### src/hdl/tpsv_pkg.sv
// Package: shared types, codes, constants and sine table for the three-phase sine PWM block.
`timescale 1ns / 1ps

package tpsv_pkg;

  localparam int FullScale = 65536;
  localparam int AmpW      = 17;
  localparam int CfgIdxW   = 3;
  localparam int CfgDataW  = 17;

  typedef enum logic [1:0] {
    CMD_TICK    = 2'd0,
    CMD_SPEED   = 2'd1,
    CMD_REVERSE = 2'd2,
    CMD_NONE    = 2'd3
  } cmd_t;

  typedef enum logic [CfgIdxW-1:0] {
    REG_FREQ_FLOOR = 3'd0,
    REG_FREQ_CEIL  = 3'd1,
    REG_BASE_RATE  = 3'd2,
    REG_GAIN       = 3'd3,
    REG_MIN_AMP    = 3'd4,
    REG_DEAD_LEAD  = 3'd5,
    REG_DEAD_GAP   = 3'd6,
    REG_MIN_PULSE  = 3'd7
  } reg_idx_t;

  typedef enum logic [1:0] {
    PH_A = 2'd0,
    PH_B = 2'd1,
    PH_C = 2'd2
  } phase_t;

  typedef enum logic [3:0] {
    ST_IDLE,
    ST_TICK,
    ST_MUL,
    ST_PAIR,
    ST_CLAMP,
    ST_AMP_MUL,
    ST_AMP_SET,
    ST_DIV_INIT,
    ST_DIV,
    ST_REVERSE,
    ST_FINISH
  } state_t;

  typedef struct packed {
    logic [6:0]      freq_floor;
    logic [6:0]      freq_ceil;
    logic [15:0]     base_rate;
    logic [15:0]     gain_q16;
    logic [AmpW-1:0] min_amp_q16;
    logic [7:0]      dead_lead;
    logic [7:0]      dead_gap;
    logic [7:0]      min_pulse;
  } cfg_t;

  typedef struct packed {
    logic   load_in;
    logic   tick;
    logic   clamp_f;
    logic   amp_mul;
    logic   amp_set;
    logic   div_init;
    logic   div_step;
    logic   phase_mul;
    logic   phase_pair;
    logic   advance;
    logic   swap;
    logic   load_out;
    phase_t phase;
  } dp_cmd_t;

  typedef struct packed {
    logic tick_hit;
    logic f_zero;
    logic div_last;
  } dp_stat_t;

  function automatic logic [7:0] sine_lookup(input logic [3:0] idx);
    logic [7:0] val;
    case (idx)
      4'd0:    val = 8'd125;
      4'd1:    val = 8'd179;
      4'd2:    val = 8'd223;
      4'd3:    val = 8'd246;
      4'd4:    val = 8'd246;
      4'd5:    val = 8'd223;
      4'd6:    val = 8'd179;
      4'd7:    val = 8'd125;
      4'd8:    val = 8'd71;
      4'd9:    val = 8'd27;
      4'd10:   val = 8'd6;
      4'd11:   val = 8'd6;
      4'd12:   val = 8'd27;
      4'd13:   val = 8'd71;
      4'd14:   val = 8'd125;
      default: val = 8'd125;
    endcase
    return val;
  endfunction

endpackage

### src/hdl/tpsv_if.sv
// Interfaces: request, response and configuration channels with valid/ready handshake.
`timescale 1ns / 1ps

interface tpsv_req_if;
  logic       valid;
  logic       ready;
  logic [1:0] cmd;
  logic [9:0] pot_value;
  modport source (output valid, cmd, pot_value, input ready);
  modport sink (input valid, cmd, pot_value, output ready);
endinterface

interface tpsv_rsp_if;
  logic       valid;
  logic       ready;
  logic       updated;
  logic [7:0] phase_a_high;
  logic [7:0] phase_a_low;
  logic [7:0] phase_b_high;
  logic [7:0] phase_b_low;
  logic [7:0] phase_c_high;
  logic [7:0] phase_c_low;
  modport source (output valid, updated, phase_a_high, phase_a_low, phase_b_high,
                  phase_b_low, phase_c_high, phase_c_low, input ready);
  modport sink (input valid, updated, phase_a_high, phase_a_low, phase_b_high,
                phase_b_low, phase_c_high, phase_c_low, output ready);
endinterface

interface tpsv_cfg_if;
  logic        valid;
  logic        ready;
  logic [2:0]  index;
  logic [16:0] data;
  modport source (output valid, index, data, input ready);
  modport sink (input valid, index, data, output ready);
endinterface

### src/hdl/tpsv_cfg.sv
// Configuration register bank.
`timescale 1ns / 1ps

module tpsv_cfg (
  input  logic          clk,
  input  logic          rst,
  tpsv_cfg_if.sink      cfg,
  output tpsv_pkg::cfg_t regs
);
  import tpsv_pkg::*;

  assign cfg.ready = 1'b1;

  always_ff @(posedge clk) begin
    if (rst) begin
      regs.freq_floor  <= 7'd20;
      regs.freq_ceil   <= 7'd120;
      regs.base_rate   <= 16'd1041;
      regs.gain_q16    <= 16'd475;
      regs.min_amp_q16 <= 17'd6554;
      regs.dead_lead   <= 8'd2;
      regs.dead_gap    <= 8'd5;
      regs.min_pulse   <= 8'd6;
    end else if (cfg.valid) begin
      case (reg_idx_t'(cfg.index))
        REG_FREQ_FLOOR: regs.freq_floor  <= cfg.data[6:0];
        REG_FREQ_CEIL:  regs.freq_ceil   <= cfg.data[6:0];
        REG_BASE_RATE:  regs.base_rate   <= cfg.data[15:0];
        REG_GAIN:       regs.gain_q16    <= cfg.data[15:0];
        REG_MIN_AMP:    regs.min_amp_q16 <= cfg.data[AmpW-1:0];
        REG_DEAD_LEAD:  regs.dead_lead   <= cfg.data[7:0];
        REG_DEAD_GAP:   regs.dead_gap    <= cfg.data[7:0];
        REG_MIN_PULSE:  regs.min_pulse   <= cfg.data[7:0];
        default: ;
      endcase
    end
  end

endmodule

### src/hdl/tpsv_ctrl.sv
// Controller: sequences tick, speed sample and reverse transactions over the datapath.
`timescale 1ns / 1ps

module tpsv_ctrl (
  input  logic               clk,
  input  logic               rst,
  input  logic               req_valid,
  input  logic [1:0]         req_cmd,
  output logic               req_ready,
  output logic               rsp_valid,
  input  logic               rsp_ready,
  input  tpsv_pkg::dp_stat_t stat,
  output tpsv_pkg::dp_cmd_t  dp
);
  import tpsv_pkg::*;

  state_t state, state_next;
  phase_t phase, phase_next;
  logic   out_free;

  assign out_free = !rsp_valid || rsp_ready;

  always_ff @(posedge clk) begin
    if (rst) begin
      state     <= ST_IDLE;
      phase     <= PH_A;
      rsp_valid <= 1'b0;
    end else begin
      state <= state_next;
      phase <= phase_next;
      if (dp.load_out) begin
        rsp_valid <= 1'b1;
      end else if (rsp_ready) begin
        rsp_valid <= 1'b0;
      end
    end
  end

  always_comb begin
    state_next = state;
    phase_next = phase;
    case (state)
      ST_IDLE: begin
        if (req_valid) begin
          case (cmd_t'(req_cmd))
            CMD_TICK:    state_next = ST_TICK;
            CMD_SPEED:   state_next = ST_CLAMP;
            CMD_REVERSE: state_next = ST_REVERSE;
            default:     state_next = ST_FINISH;
          endcase
        end
      end
      ST_TICK: begin
        phase_next = PH_A;
        state_next = stat.tick_hit ? ST_MUL : ST_FINISH;
      end
      ST_MUL:  state_next = ST_PAIR;
      ST_PAIR: begin
        case (phase)
          PH_A:    begin phase_next = PH_B; state_next = ST_MUL; end
          PH_B:    begin phase_next = PH_C; state_next = ST_MUL; end
          default: state_next = ST_FINISH;
        endcase
      end
      ST_CLAMP:    state_next = ST_AMP_MUL;
      ST_AMP_MUL:  state_next = ST_AMP_SET;
      ST_AMP_SET:  state_next = ST_DIV_INIT;
      ST_DIV_INIT: state_next = stat.f_zero ? ST_FINISH : ST_DIV;
      ST_DIV:      state_next = stat.div_last ? ST_FINISH : ST_DIV;
      ST_REVERSE:  state_next = ST_FINISH;
      ST_FINISH:   state_next = out_free ? ST_IDLE : ST_FINISH;
      default:     state_next = ST_IDLE;
    endcase
  end

  always_comb begin
    dp        = '0;
    dp.phase  = phase;
    req_ready = 1'b0;
    case (state)
      ST_IDLE: begin
        req_ready  = 1'b1;
        dp.load_in = req_valid;
      end
      ST_TICK:     dp.tick = 1'b1;
      ST_MUL:      dp.phase_mul = 1'b1;
      ST_PAIR: begin
        dp.phase_pair = 1'b1;
        dp.advance    = (phase == PH_C);
      end
      ST_CLAMP:    dp.clamp_f = 1'b1;
      ST_AMP_MUL:  dp.amp_mul = 1'b1;
      ST_AMP_SET:  dp.amp_set = 1'b1;
      ST_DIV_INIT: dp.div_init = 1'b1;
      ST_DIV:      dp.div_step = 1'b1;
      ST_REVERSE:  dp.swap = 1'b1;
      ST_FINISH:   dp.load_out = out_free;
      default: ;
    endcase
  end

endmodule

### src/hdl/tpsv_dp.sv
// Datapath: tick counter, shared multiplier, serial divider, table pointers and compare registers.
`timescale 1ns / 1ps

module tpsv_dp (
  input  logic              clk,
  input  logic              rst,
  input  tpsv_pkg::cfg_t    cfg,
  input  tpsv_pkg::dp_cmd_t dp,
  output tpsv_pkg::dp_stat_t stat,
  input  logic [9:0]        pot_value,
  output logic              updated,
  output logic [7:0]        phase_a_high,
  output logic [7:0]        phase_a_low,
  output logic [7:0]        phase_b_high,
  output logic [7:0]        phase_b_low,
  output logic [7:0]        phase_c_high,
  output logic [7:0]        phase_c_low
);
  import tpsv_pkg::*;

  logic [7:0]      tick_count;
  logic [7:0]      tick_divider;
  logic [AmpW-1:0] amplitude;
  logic [3:0]      index_a, index_b, index_c;
  logic [7:0]      cmp [6];
  logic            upd;

  logic [9:0]      pot_q;
  logic [6:0]      freq;
  logic [32:0]     prod;
  logic [6:0]      rem;
  logic [15:0]     quo;
  logic [3:0]      div_cnt;

  logic [7:0]         tick_inc;
  logic               hit;
  logic [6:0]         f_raw;
  logic [AmpW-1:0]    mul_a;
  logic [15:0]        mul_b;
  logic [3:0]         ptr;
  logic [22:0]        amp_raw;
  logic [7:0]         trial;
  logic               ge;
  logic [7:0]         rem_n;
  logic [8:0]         level;
  logic signed [10:0] lvl_v;
  logic [7:0]         hi_val;
  logic [7:0]         lo_val;

  assign tick_inc = tick_count + 8'd1;
  assign hit      = tick_inc >= tick_divider;
  assign f_raw    = pot_q[9:3];

  always_comb begin
    case (dp.phase)
      PH_A:    ptr = index_a;
      PH_B:    ptr = index_b;
      default: ptr = index_c;
    endcase
  end

  always_comb begin
    if (dp.amp_mul) begin
      mul_a = {{(AmpW-7){1'b0}}, freq};
      mul_b = cfg.gain_q16;
    end else begin
      mul_a = amplitude;
      mul_b = {8'd0, sine_lookup(ptr)};
    end
  end

  assign amp_raw = prod[22:0];
  assign trial   = {rem, quo[15]};
  assign ge      = trial >= {1'b0, freq};
  assign rem_n   = ge ? (trial - {1'b0, freq}) : trial;

  assign level  = prod[24:16];
  assign lvl_v  = $signed({2'b00, level}) - $signed({3'b000, cfg.dead_lead});
  assign hi_val = (lvl_v < $signed({3'b000, cfg.min_pulse})) ? 8'd0 : lvl_v[7:0];
  assign lo_val = hi_val + cfg.dead_gap;

  assign stat.tick_hit = hit;
  assign stat.f_zero   = (freq == 7'd0);
  assign stat.div_last = (div_cnt == 4'd15);

  always_ff @(posedge clk) begin
    if (dp.load_in) begin
      pot_q <= pot_value;
    end
    if (dp.clamp_f) begin
      if (f_raw < cfg.freq_floor) begin
        freq <= cfg.freq_floor;
      end else if (f_raw > cfg.freq_ceil) begin
        freq <= cfg.freq_ceil;
      end else begin
        freq <= f_raw;
      end
    end
    if (dp.amp_mul || dp.phase_mul) begin
      prod <= mul_a * mul_b;
    end
    if (dp.div_init) begin
      rem     <= 7'd0;
      quo     <= cfg.base_rate;
      div_cnt <= 4'd0;
    end else if (dp.div_step) begin
      rem     <= rem_n[6:0];
      quo     <= {quo[14:0], ge};
      div_cnt <= div_cnt + 4'd1;
    end
  end

  always_ff @(posedge clk) begin
    if (rst) begin
      tick_count   <= 8'd0;
      tick_divider <= 8'd0;
      amplitude    <= AmpW'(FullScale);
      index_a      <= 4'd0;
      index_b      <= 4'd5;
      index_c      <= 4'd10;
      upd          <= 1'b0;
      for (int i = 0; i < 6; i++) begin
        cmp[i] <= 8'd0;
      end
    end else begin
      if (dp.load_in) begin
        upd <= 1'b0;
      end
      if (dp.tick) begin
        tick_count <= hit ? 8'd0 : tick_inc;
        if (hit) begin
          if (index_a == 4'd15) index_a <= 4'd0;
          if (index_b == 4'd15) index_b <= 4'd0;
          if (index_c == 4'd15) index_c <= 4'd0;
        end
      end else if (dp.advance) begin
        index_a <= index_a + 4'd1;
        index_b <= index_b + 4'd1;
        index_c <= index_c + 4'd1;
        upd     <= 1'b1;
      end else if (dp.swap) begin
        index_b <= index_c;
        index_c <= index_b;
      end
      if (dp.amp_set) begin
        if (amp_raw < {6'd0, cfg.min_amp_q16}) begin
          amplitude <= cfg.min_amp_q16;
        end else if (amp_raw > 23'(FullScale)) begin
          amplitude <= AmpW'(FullScale);
        end else begin
          amplitude <= amp_raw[AmpW-1:0];
        end
      end
      if (dp.div_init && (freq == 7'd0)) begin
        tick_divider <= 8'hFF;
      end else if (dp.div_step && (div_cnt == 4'd15)) begin
        tick_divider <= {quo[6:0], ge};
      end
      if (dp.phase_pair) begin
        case (dp.phase)
          PH_A: begin cmp[0] <= hi_val; cmp[1] <= lo_val; end
          PH_B: begin cmp[2] <= hi_val; cmp[3] <= lo_val; end
          default: begin cmp[4] <= hi_val; cmp[5] <= lo_val; end
        endcase
      end
    end
  end

  always_ff @(posedge clk) begin
    if (dp.load_out) begin
      updated      <= upd;
      phase_a_high <= cmp[0];
      phase_a_low  <= cmp[1];
      phase_b_high <= cmp[2];
      phase_b_low  <= cmp[3];
      phase_c_high <= cmp[4];
      phase_c_low  <= cmp[5];
    end
  end

endmodule

### src/hdl/three_phase_sine_pwm_vf_top.sv
// Top level: three-phase sine PWM compare generator with volts-per-hertz amplitude.
//
// One transaction at a time. Each request is taken in the idle cycle and gives exactly one
// response. An unused command, a reverse or a tick below the divider uses neither the
// multiplier nor the divider. A tick that recomputes the compares runs a multiply and a
// pair step per phase on one shared 17x16 multiplier, and a speed sample runs the 16-step
// bit-serial divider for the tick divider (skipped when the clamped frequency code is zero).
// The response sits in an output register, so the next request is accepted while the
// previous response waits for ready.
`timescale 1ns / 1ps

module three_phase_sine_pwm_vf_top (
  input logic       clk,
  input logic       rst,
  tpsv_req_if.sink  req,
  tpsv_rsp_if.source rsp,
  tpsv_cfg_if.sink  cfg
);
  import tpsv_pkg::*;

  cfg_t     regs;
  dp_cmd_t  dp;
  dp_stat_t stat;

  tpsv_cfg u_cfg (
    .clk  (clk),
    .rst  (rst),
    .cfg  (cfg),
    .regs (regs)
  );

  tpsv_ctrl u_ctrl (
    .clk       (clk),
    .rst       (rst),
    .req_valid (req.valid),
    .req_cmd   (req.cmd),
    .req_ready (req.ready),
    .rsp_valid (rsp.valid),
    .rsp_ready (rsp.ready),
    .stat      (stat),
    .dp        (dp)
  );

  tpsv_dp u_dp (
    .clk          (clk),
    .rst          (rst),
    .cfg          (regs),
    .dp           (dp),
    .stat         (stat),
    .pot_value    (req.pot_value),
    .updated      (rsp.updated),
    .phase_a_high (rsp.phase_a_high),
    .phase_a_low  (rsp.phase_a_low),
    .phase_b_high (rsp.phase_b_high),
    .phase_b_low  (rsp.phase_b_low),
    .phase_c_high (rsp.phase_c_high),
    .phase_c_low  (rsp.phase_c_low)
  );

endmodule
### src/flat_wrapper.sv
// flat-port wrapper written by rule: the top's interface ports become plain ports
module three_phase_sine_pwm_vf_top_flat import tpsv_pkg::*;
  (clk, rst, req_valid, req_cmd, req_pot_value, req_ready, rsp_valid, rsp_updated, rsp_phase_a_high, rsp_phase_a_low, rsp_phase_b_high, rsp_phase_b_low, rsp_phase_c_high, rsp_phase_c_low, rsp_ready, cfg_valid, cfg_index, cfg_data, cfg_ready);
  tpsv_req_if req_i ();
  tpsv_rsp_if rsp_i ();
  tpsv_cfg_if cfg_i ();
  input logic clk;
  input logic rst;
  input wire logic [$bits(req_i.valid)-1:0] req_valid;
  input wire logic [$bits(req_i.cmd)-1:0] req_cmd;
  input wire logic [$bits(req_i.pot_value)-1:0] req_pot_value;
  output wire logic [$bits(req_i.ready)-1:0] req_ready;
  output wire logic [$bits(rsp_i.valid)-1:0] rsp_valid;
  output wire logic [$bits(rsp_i.updated)-1:0] rsp_updated;
  output wire logic [$bits(rsp_i.phase_a_high)-1:0] rsp_phase_a_high;
  output wire logic [$bits(rsp_i.phase_a_low)-1:0] rsp_phase_a_low;
  output wire logic [$bits(rsp_i.phase_b_high)-1:0] rsp_phase_b_high;
  output wire logic [$bits(rsp_i.phase_b_low)-1:0] rsp_phase_b_low;
  output wire logic [$bits(rsp_i.phase_c_high)-1:0] rsp_phase_c_high;
  output wire logic [$bits(rsp_i.phase_c_low)-1:0] rsp_phase_c_low;
  input wire logic [$bits(rsp_i.ready)-1:0] rsp_ready;
  input wire logic [$bits(cfg_i.valid)-1:0] cfg_valid;
  input wire logic [$bits(cfg_i.index)-1:0] cfg_index;
  input wire logic [$bits(cfg_i.data)-1:0] cfg_data;
  output wire logic [$bits(cfg_i.ready)-1:0] cfg_ready;
  assign req_i.valid = req_valid;
  assign req_i.cmd = req_cmd;
  assign req_i.pot_value = req_pot_value;
  assign req_ready = req_i.ready;
  assign rsp_valid = rsp_i.valid;
  assign rsp_updated = rsp_i.updated;
  assign rsp_phase_a_high = rsp_i.phase_a_high;
  assign rsp_phase_a_low = rsp_i.phase_a_low;
  assign rsp_phase_b_high = rsp_i.phase_b_high;
  assign rsp_phase_b_low = rsp_i.phase_b_low;
  assign rsp_phase_c_high = rsp_i.phase_c_high;
  assign rsp_phase_c_low = rsp_i.phase_c_low;
  assign rsp_i.ready = rsp_ready;
  assign cfg_i.valid = cfg_valid;
  assign cfg_i.index = cfg_index;
  assign cfg_i.data = cfg_data;
  assign cfg_ready = cfg_i.ready;
  three_phase_sine_pwm_vf_top u_core (.clk(clk), .rst(rst), .req(req_i), .rsp(rsp_i), .cfg(cfg_i));
endmodule
### config.mk
export PLATFORM = sky130hd
export DESIGN_NAME = three_phase_sine_pwm_vf_top_flat
export DESIGN_NICKNAME = d
export VERILOG_FILES = /design/src/hdl/tpsv_pkg.sv /design/src/hdl/tpsv_if.sv /design/src/hdl/tpsv_cfg.sv /design/src/hdl/tpsv_ctrl.sv /design/src/hdl/tpsv_dp.sv /design/src/hdl/three_phase_sine_pwm_vf_top.sv /design/src/flat_wrapper.sv
export SDC_FILE = /design/constraint.sdc
export NUM_CORES = 1
export LEC_CHECK = 0
export BUFFER_PORTS_ARGS = -buffer_cell sky130_fd_sc_hd__buf_2
export CORE_ASPECT_RATIO = 1.25
export CORE_MARGIN = 2
export CORE_UTILIZATION = 30
export DETAILED_ROUTE_END_ITERATION = 10
export GPL_ROUTABILITY_DRIVEN = 0
export HOLD_SLACK_MARGIN = 0.06
export SLEW_MARGIN = 10
export SYNTH_ARGS = -nofsm -noshare
export SYNTH_HDL_FRONTEND = slang
export SYNTH_HIERARCHICAL = 1
export SYNTH_SLANG_ARGS = --single-unit
### constraint.sdc
create_clock -name clk -period 16.4 [get_ports clk]
set_clock_uncertainty 0.2 [all_clocks]
set_input_delay 0 -clock clk [delete_from_list [all_inputs] [get_ports clk]]
set_output_delay 0 -clock clk [all_outputs]
set_load 0.005 [all_outputs]
* After elaboration in Yosys (flattened, before gate mapping)
Memory sizes are Yosys's and may differ from the RTL's. A register that Yosys moved wholly into a read port is not among the register bits.
Index checks and enable logic that the tools add are counted.
** Word-level totals
- Bits in registers :: 210
- RAM bits :: 48
- ROM bits :: 128
- Input port bits :: 37
- Word-level logic and storage cells :: 184
- Memories :: 2
** Memories
- (no name shown) :: depth 16, width 8, read ports 1, clocked after Yosys merged registers in 0, wr ports 0, RTL line tpsv_pkg.sv:84 : case (idx)
- u_core.u_dp.cmp :: depth 6, width 8, read ports 6, clocked after Yosys merged registers in 6, wr ports 6, RTL line tpsv_dp.sv:25 : logic [7:0] cmp [6];
** Cells by class
- $add $sub $neg :: 8
- Multiply operators :: 1
- Magnitude comparators :: 7
- Equality and inequality tests :: 31
- Mux-type cells :: 75
- Bitwise logic cells :: 6
- Reduce and logical (&&, ||, !) cells :: 29
** Operator list (number)
- $mux 8 :: 10
- $mux 4 :: 18
- $mux 17 :: 3
- $mux 16 :: 3
- $pmux 4 s11 :: 1
- $mux 1 :: 30
- $eq 4x4->1 const B :: 7
- $mul 17x16->25 :: 1
- $gt 23x17->1 const B :: 1
- $lt 23x17->1 :: 1
- $mux 7 :: 3
- $reduce_and 2->1 :: 9
- $add 4x1->4 const B :: 4
- $eq 4x3->1 const B :: 4
- $eq 3x3->1 const B :: 4
- $pmux 4 s3 :: 1
- $lt 10x9->1 :: 1
- $ne 2x2->1 const B :: 5
- $reduce_bool 2->1 :: 5
- $sub 9x8->10 :: 1
- $reduce_and 3->1 :: 3
- $add 8x1->8 const B :: 1
- $add 8x8->8 :: 1
- $eq 4x2->1 const B :: 2
- 24 further kinds :: 38

* Longest topological paths before layout
- Depth in word-level cells :: 7
- Mapped depth :: 30
- Gate-level depth less buffers :: 27

* Hierarchy
Netlist, hierarchy kept.
** By module, submodules not included
- tpsv_dp :: times used 1, cells an instance 1750, area an instance 17665.7 um^2, seq. area each 5705.5 um^2
- tpsv_cfg :: times used 1, cells an instance 329, area an instance 3494.6 um^2, seq. area each 1741.7 um^2
- tpsv_ctrl :: times used 1, cells an instance 70, area an instance 560.5 um^2, seq. area each 140.1 um^2

* Least setup slack after synthesis
Ideal clock, no wire load.
- Kind :: register to register
- Start point :: reg u_core.u_ctrl.state[1]
- End point :: reg u_core.u_dp.prod[23], data pin
- Library setup time :: 0.265 ns
- Arrival :: 7.066 ns
- Setup slack :: 8.869 ns
- Stages on the path, launching flop included :: 29
- Buffers on the path :: 3
- Period minus slack after synthesis :: 7.531 ns
- Cell sequence :: dfxtp_1 -> clkbuf_1 -> clkbuf_1 -> nand2b_1 -> nor2_1 -> clkbuf_1 -> clkinv_1 -> o31ai_1 -> a21oi_1 -> a21oi_1 -> nor2_1 -> fa_1 -> inv_1 -> fa_1 -> fa_1 -> fa_1 -> inv_1 -> fa_1 -> inv_1 -> fa_1 -> inv_1 -> ha_1 -> a21oi_1 -> nand2_1 -> o41ai_1 -> o311ai_0 -> a21oi_1 -> o21ai_0 -> xor2_1
** RTL lines
- start, declared :: RTL line tpsv_ctrl.sv:17 : state_t state, state_next;
- start signal, assigned :: RTL line tpsv_ctrl.sv:29 : state <= state_next;
- end signal, assigned :: RTL line tpsv_dp.sv:100 : prod <= mul_a * mul_b;
- end, declared :: RTL line tpsv_dp.sv:30 : logic [32:0] prod;

==> qor.yml <==
comb_power_share_pct: 46.0
cts_sinks: 303
dr.pass1.iters: 6
synth_top_area_share_pct: 21.0
outcome: "completed"
drv_cap: 0
hold_viol: 0
antenna_found_initial: 0
synth_most_common_cell: "inv_1"
grt_use_total_pct: 14.4
ir_drop_uv: 84.9
fmax_mhz: 99.6
cts_buffers: 30
slowest_delay_ns: 0.81
clockBufferDepth: 3
drtIter0Drc: 784
power_density_nw_per_um2: 135
dp_cells: 3150
power.internal_w: 0.00201
final_cells: 3262
worst_slew_pin_slew_ns: 1.14
ant_nets: 0
floorplan.die_area_um2: 74600
yosysTopAreaCell: "edfxtp_1"
diodes: 0
post_cts_buffers: 0
finalSetupViolCount: 0
die_w_um: 245
coreArea_um2: 71800
start_util_pct: 30.2
clkPwrFrac_pct: 22.2
synthTopCellsByCount: "inv_1 (301), nor2_1 (199), fa_1 (185), edfxtp_1 (152), dfxtp_1 (151)"
syn_area_um2: 21700
gr-total-overflow: 0
clk_pin_slew_worst_paths_ns: 0.07
period_share_pct: 61.2
area_growth_pct: 14.3
power_w: 0.00335
cp_data_required_time_ns: 16.52
wl_um: 53500
maxSlewHeadroom_pct: 23.6
setup_tns_ns: 0
synth-edff-count: 152
hold_class: "in2reg"
cts_tree: "done"
worstPathArrival_ns: 10.16
p_seq_share_pct: 31.8
wl_per_cell_um: 16.4
h-tree-depth: 1
ys_warn_count: 6
critical_path.slowest_cell: "clkinv_1"
maxSlewViolCount: 0
synthArstFlopShare_pct: 0
final_nets: 2649
p_leak_nw: 10.7
swShare_pct: 40.0
grt_pass1_wl_um: 86800
crit_path_end_kind: "flop"
crit_type: "reg2reg"
port_buffers: 84
drc: 0
crit_path_max_fanout: 81
io_pins: 89
synth_top_flop_cell: "edfxtp_1"
postSynthAreaPerCell_um2: 10.1
drive_gt1_share_pct: 8.53
rsz0062_at_grt: "no"
viasPerCell: 4.78
clockRootBuffer: "clkbuf_16"
switchingPower_w: 0.00134
grt_max_degree: 82
synth-seq-cells: 303
clk_latency_ns: 0.57
first_global_vias: 16400
syn_inst: 2149
fin_area_um2: 24800
num_rows: 110
chipHeight_um: 305
crit_path_frequent_cell: "fa_1"
place_hpwl_um: 41900
synth_cell_type_count: 85
vias: 15600
seq_area_frac_synth_pct: 34.9
placed_area_um2: 23200
cp-start-kind: "flop"
period_minus_slack_ns: 10.04
synthTopCellsByArea: "edfxtp_1 (21%), fa_1 (17%), dfxtp_1 (14%)"
-- sequential cells by signal, summed over array words and instances, names as in the netlist, 8 cells and up --
register                  cells
u_core/u_dp/phase_c_low       8
u_core/u_dp/phase_b_high      8
u_core/u_dp/amplitude        17
u_core/u_dp/quo              16
u_core/u_dp/phase_a_low       8
u_core/u_dp/phase_b_low       8
u_core/u_dp/phase_a_high      8
u_core/u_dp/tick_divider      8
u_core/u_cfg/regs            87
u_core/u_dp/cmp              48
u_core/u_dp/tick_count        8
u_core/u_dp/prod             25
u_core/u_dp/phase_c_high      8
-- metrics by stage --
stage	hold WS (ns)	setup WS [ns]	utilization, %
2_1_floorplan	-0.131	8.87	-
3_5_place_dp	-0.0202	6.49	32.3
4_1_cts	0.0824	6.48	34.5
6_report	0.0838	6.36	34.6
5_1_grt	0.116	5.80	34.6
3_3_place_gp	-0.0169	6.66	32.3
-- critical path: cells and delay by family (launching register included) --
family | cells | cell delay, ns
buffers and inverters | 6 | 1.66
AOI/OAI and AO/OA | 8 | 2.79
DFF | 1 | 0.74
adders and majority gates | 7 | 3.53
and+or+nand+nor | 4 | 0.68
xor gates and xnor gates | 1 | 0.15
-- cells by family (layout without fill, tap and decap cells) --
family / after synthesis / count (layout) / share of synthesized area (%)
compound gates: 257 / 257 / 8.09
xor+xnor: 58 / 58 / 2.34
fa+ha+maj: 326 / 326 / 25.2
buf+inv: 392 / 511 / 7.17
flops: 303 / 303 / 34.9
mux: 137 / 137 / 6.42
other cells: 3 / 45 / 0.0518
simple gates: 673 / 673 / 15.8
-- power by group through the flow --
stage	registers (W)	clock network [W]	logic, W
after floorplan	0.00100	0	0.00117
after global placement	0.00108	0	0.00150
after detailed placement	0.00108	0	0.00154
after CTS	0.00106	0.000761	0.00157
after global routing	0.00108	0.000791	0.00174
final	0.00106	0.000744	0.00154
-- area by class of cell --
| type | count | area [µm²] |
|---|---|---|
| Fill cell | 7258 | 47000 |
| Sequential cell | 303 | 7590 |
| Clock buffer | 34 | 787 |
| Tap cell | 952 | 1190 |
| Inverter | 302 | 1130 |
| Timing Repair Buffer | 153 | 1080 |
| Clock inverter | 22 | 272 |
| Multi-Input combinational cell | 1496 | 12800 |
-- worst paths after layout --
| path | slack [ns] | end | start | cells after the start |
|---|---|---|---|---|
| worst min-delay path | 0.08 | u_core/u_cfg/regs[49] | cfg_data[8] | 4 |
| worst max-delay path | 6.36 | u_core/u_dp/prod[23] | u_core/u_ctrl/state[0] | 26 |
| worst min register to register | 0.22 | u_core/u_dp/phase_a_high[2] | u_core/u_dp/cmp[0][2] | 0 |
| worst max register to register | 6.36 | u_core/u_dp/prod[23] | u_core/u_ctrl/state[0] | 26 |
-- cells in the final DEF, fill, tap and decap left out, types with 10 or more instances in the layout --
cell type      Yosys  final
a211oi_1          25     24
a21o_1            14     14
a21oi_1           56     56
a22oi_1           16     16
a31oi_1           10     10
and2_1            27     27
and3_1            56     56
buf_2             17     83
buf_4              4     14
clkbuf_16          0     31
conb_1             3     45
dfxtp_1          151    151
dlygate4sd3_1      0     56
edfxtp_1         152    152
fa_1             185    185
ha_1             141    141
inv_1            301    301
mux2_2            19     19
mux2i_1          118    118
nand2_1          118    118
nand2b_1          97     97
nand3_1           55     55
nand4_1           10     10
nor2_1           199    197
nor2b_1           21     21
nor3_1            19     16
nor3b_1           11     11
nor4_1            10     10
o21a_1            20     20
o21ai_0           39     39
or2_2             12     12
xnor2_1           38     38
xor2_1            20     20
-- metal layers --
metal / wire length [µm] / up-vias / GRT usage, % / share of wire [%]
li1: - / 7413 / - / -
met1: 20900 / 7663 / 16.5 / 39
met2: 27700 / 384 / 26.5 / 52
met3: 1990 / 141 / 1.34 / 3.7
met4: 2850 / 0 / 7.13 / 5.3
met5: 0 / - / 0 / 0
-- what timing repair did --
| item | 4_1_cts | 5_1_grt |
|---|---|---|
| endpoints found under the hold margin | 108 | 0 |
| hold buffers | 56 | 0 |
| gates resized for setup | 0 | 0 |
Note: power is estimated with default switching activity, not from simulation.
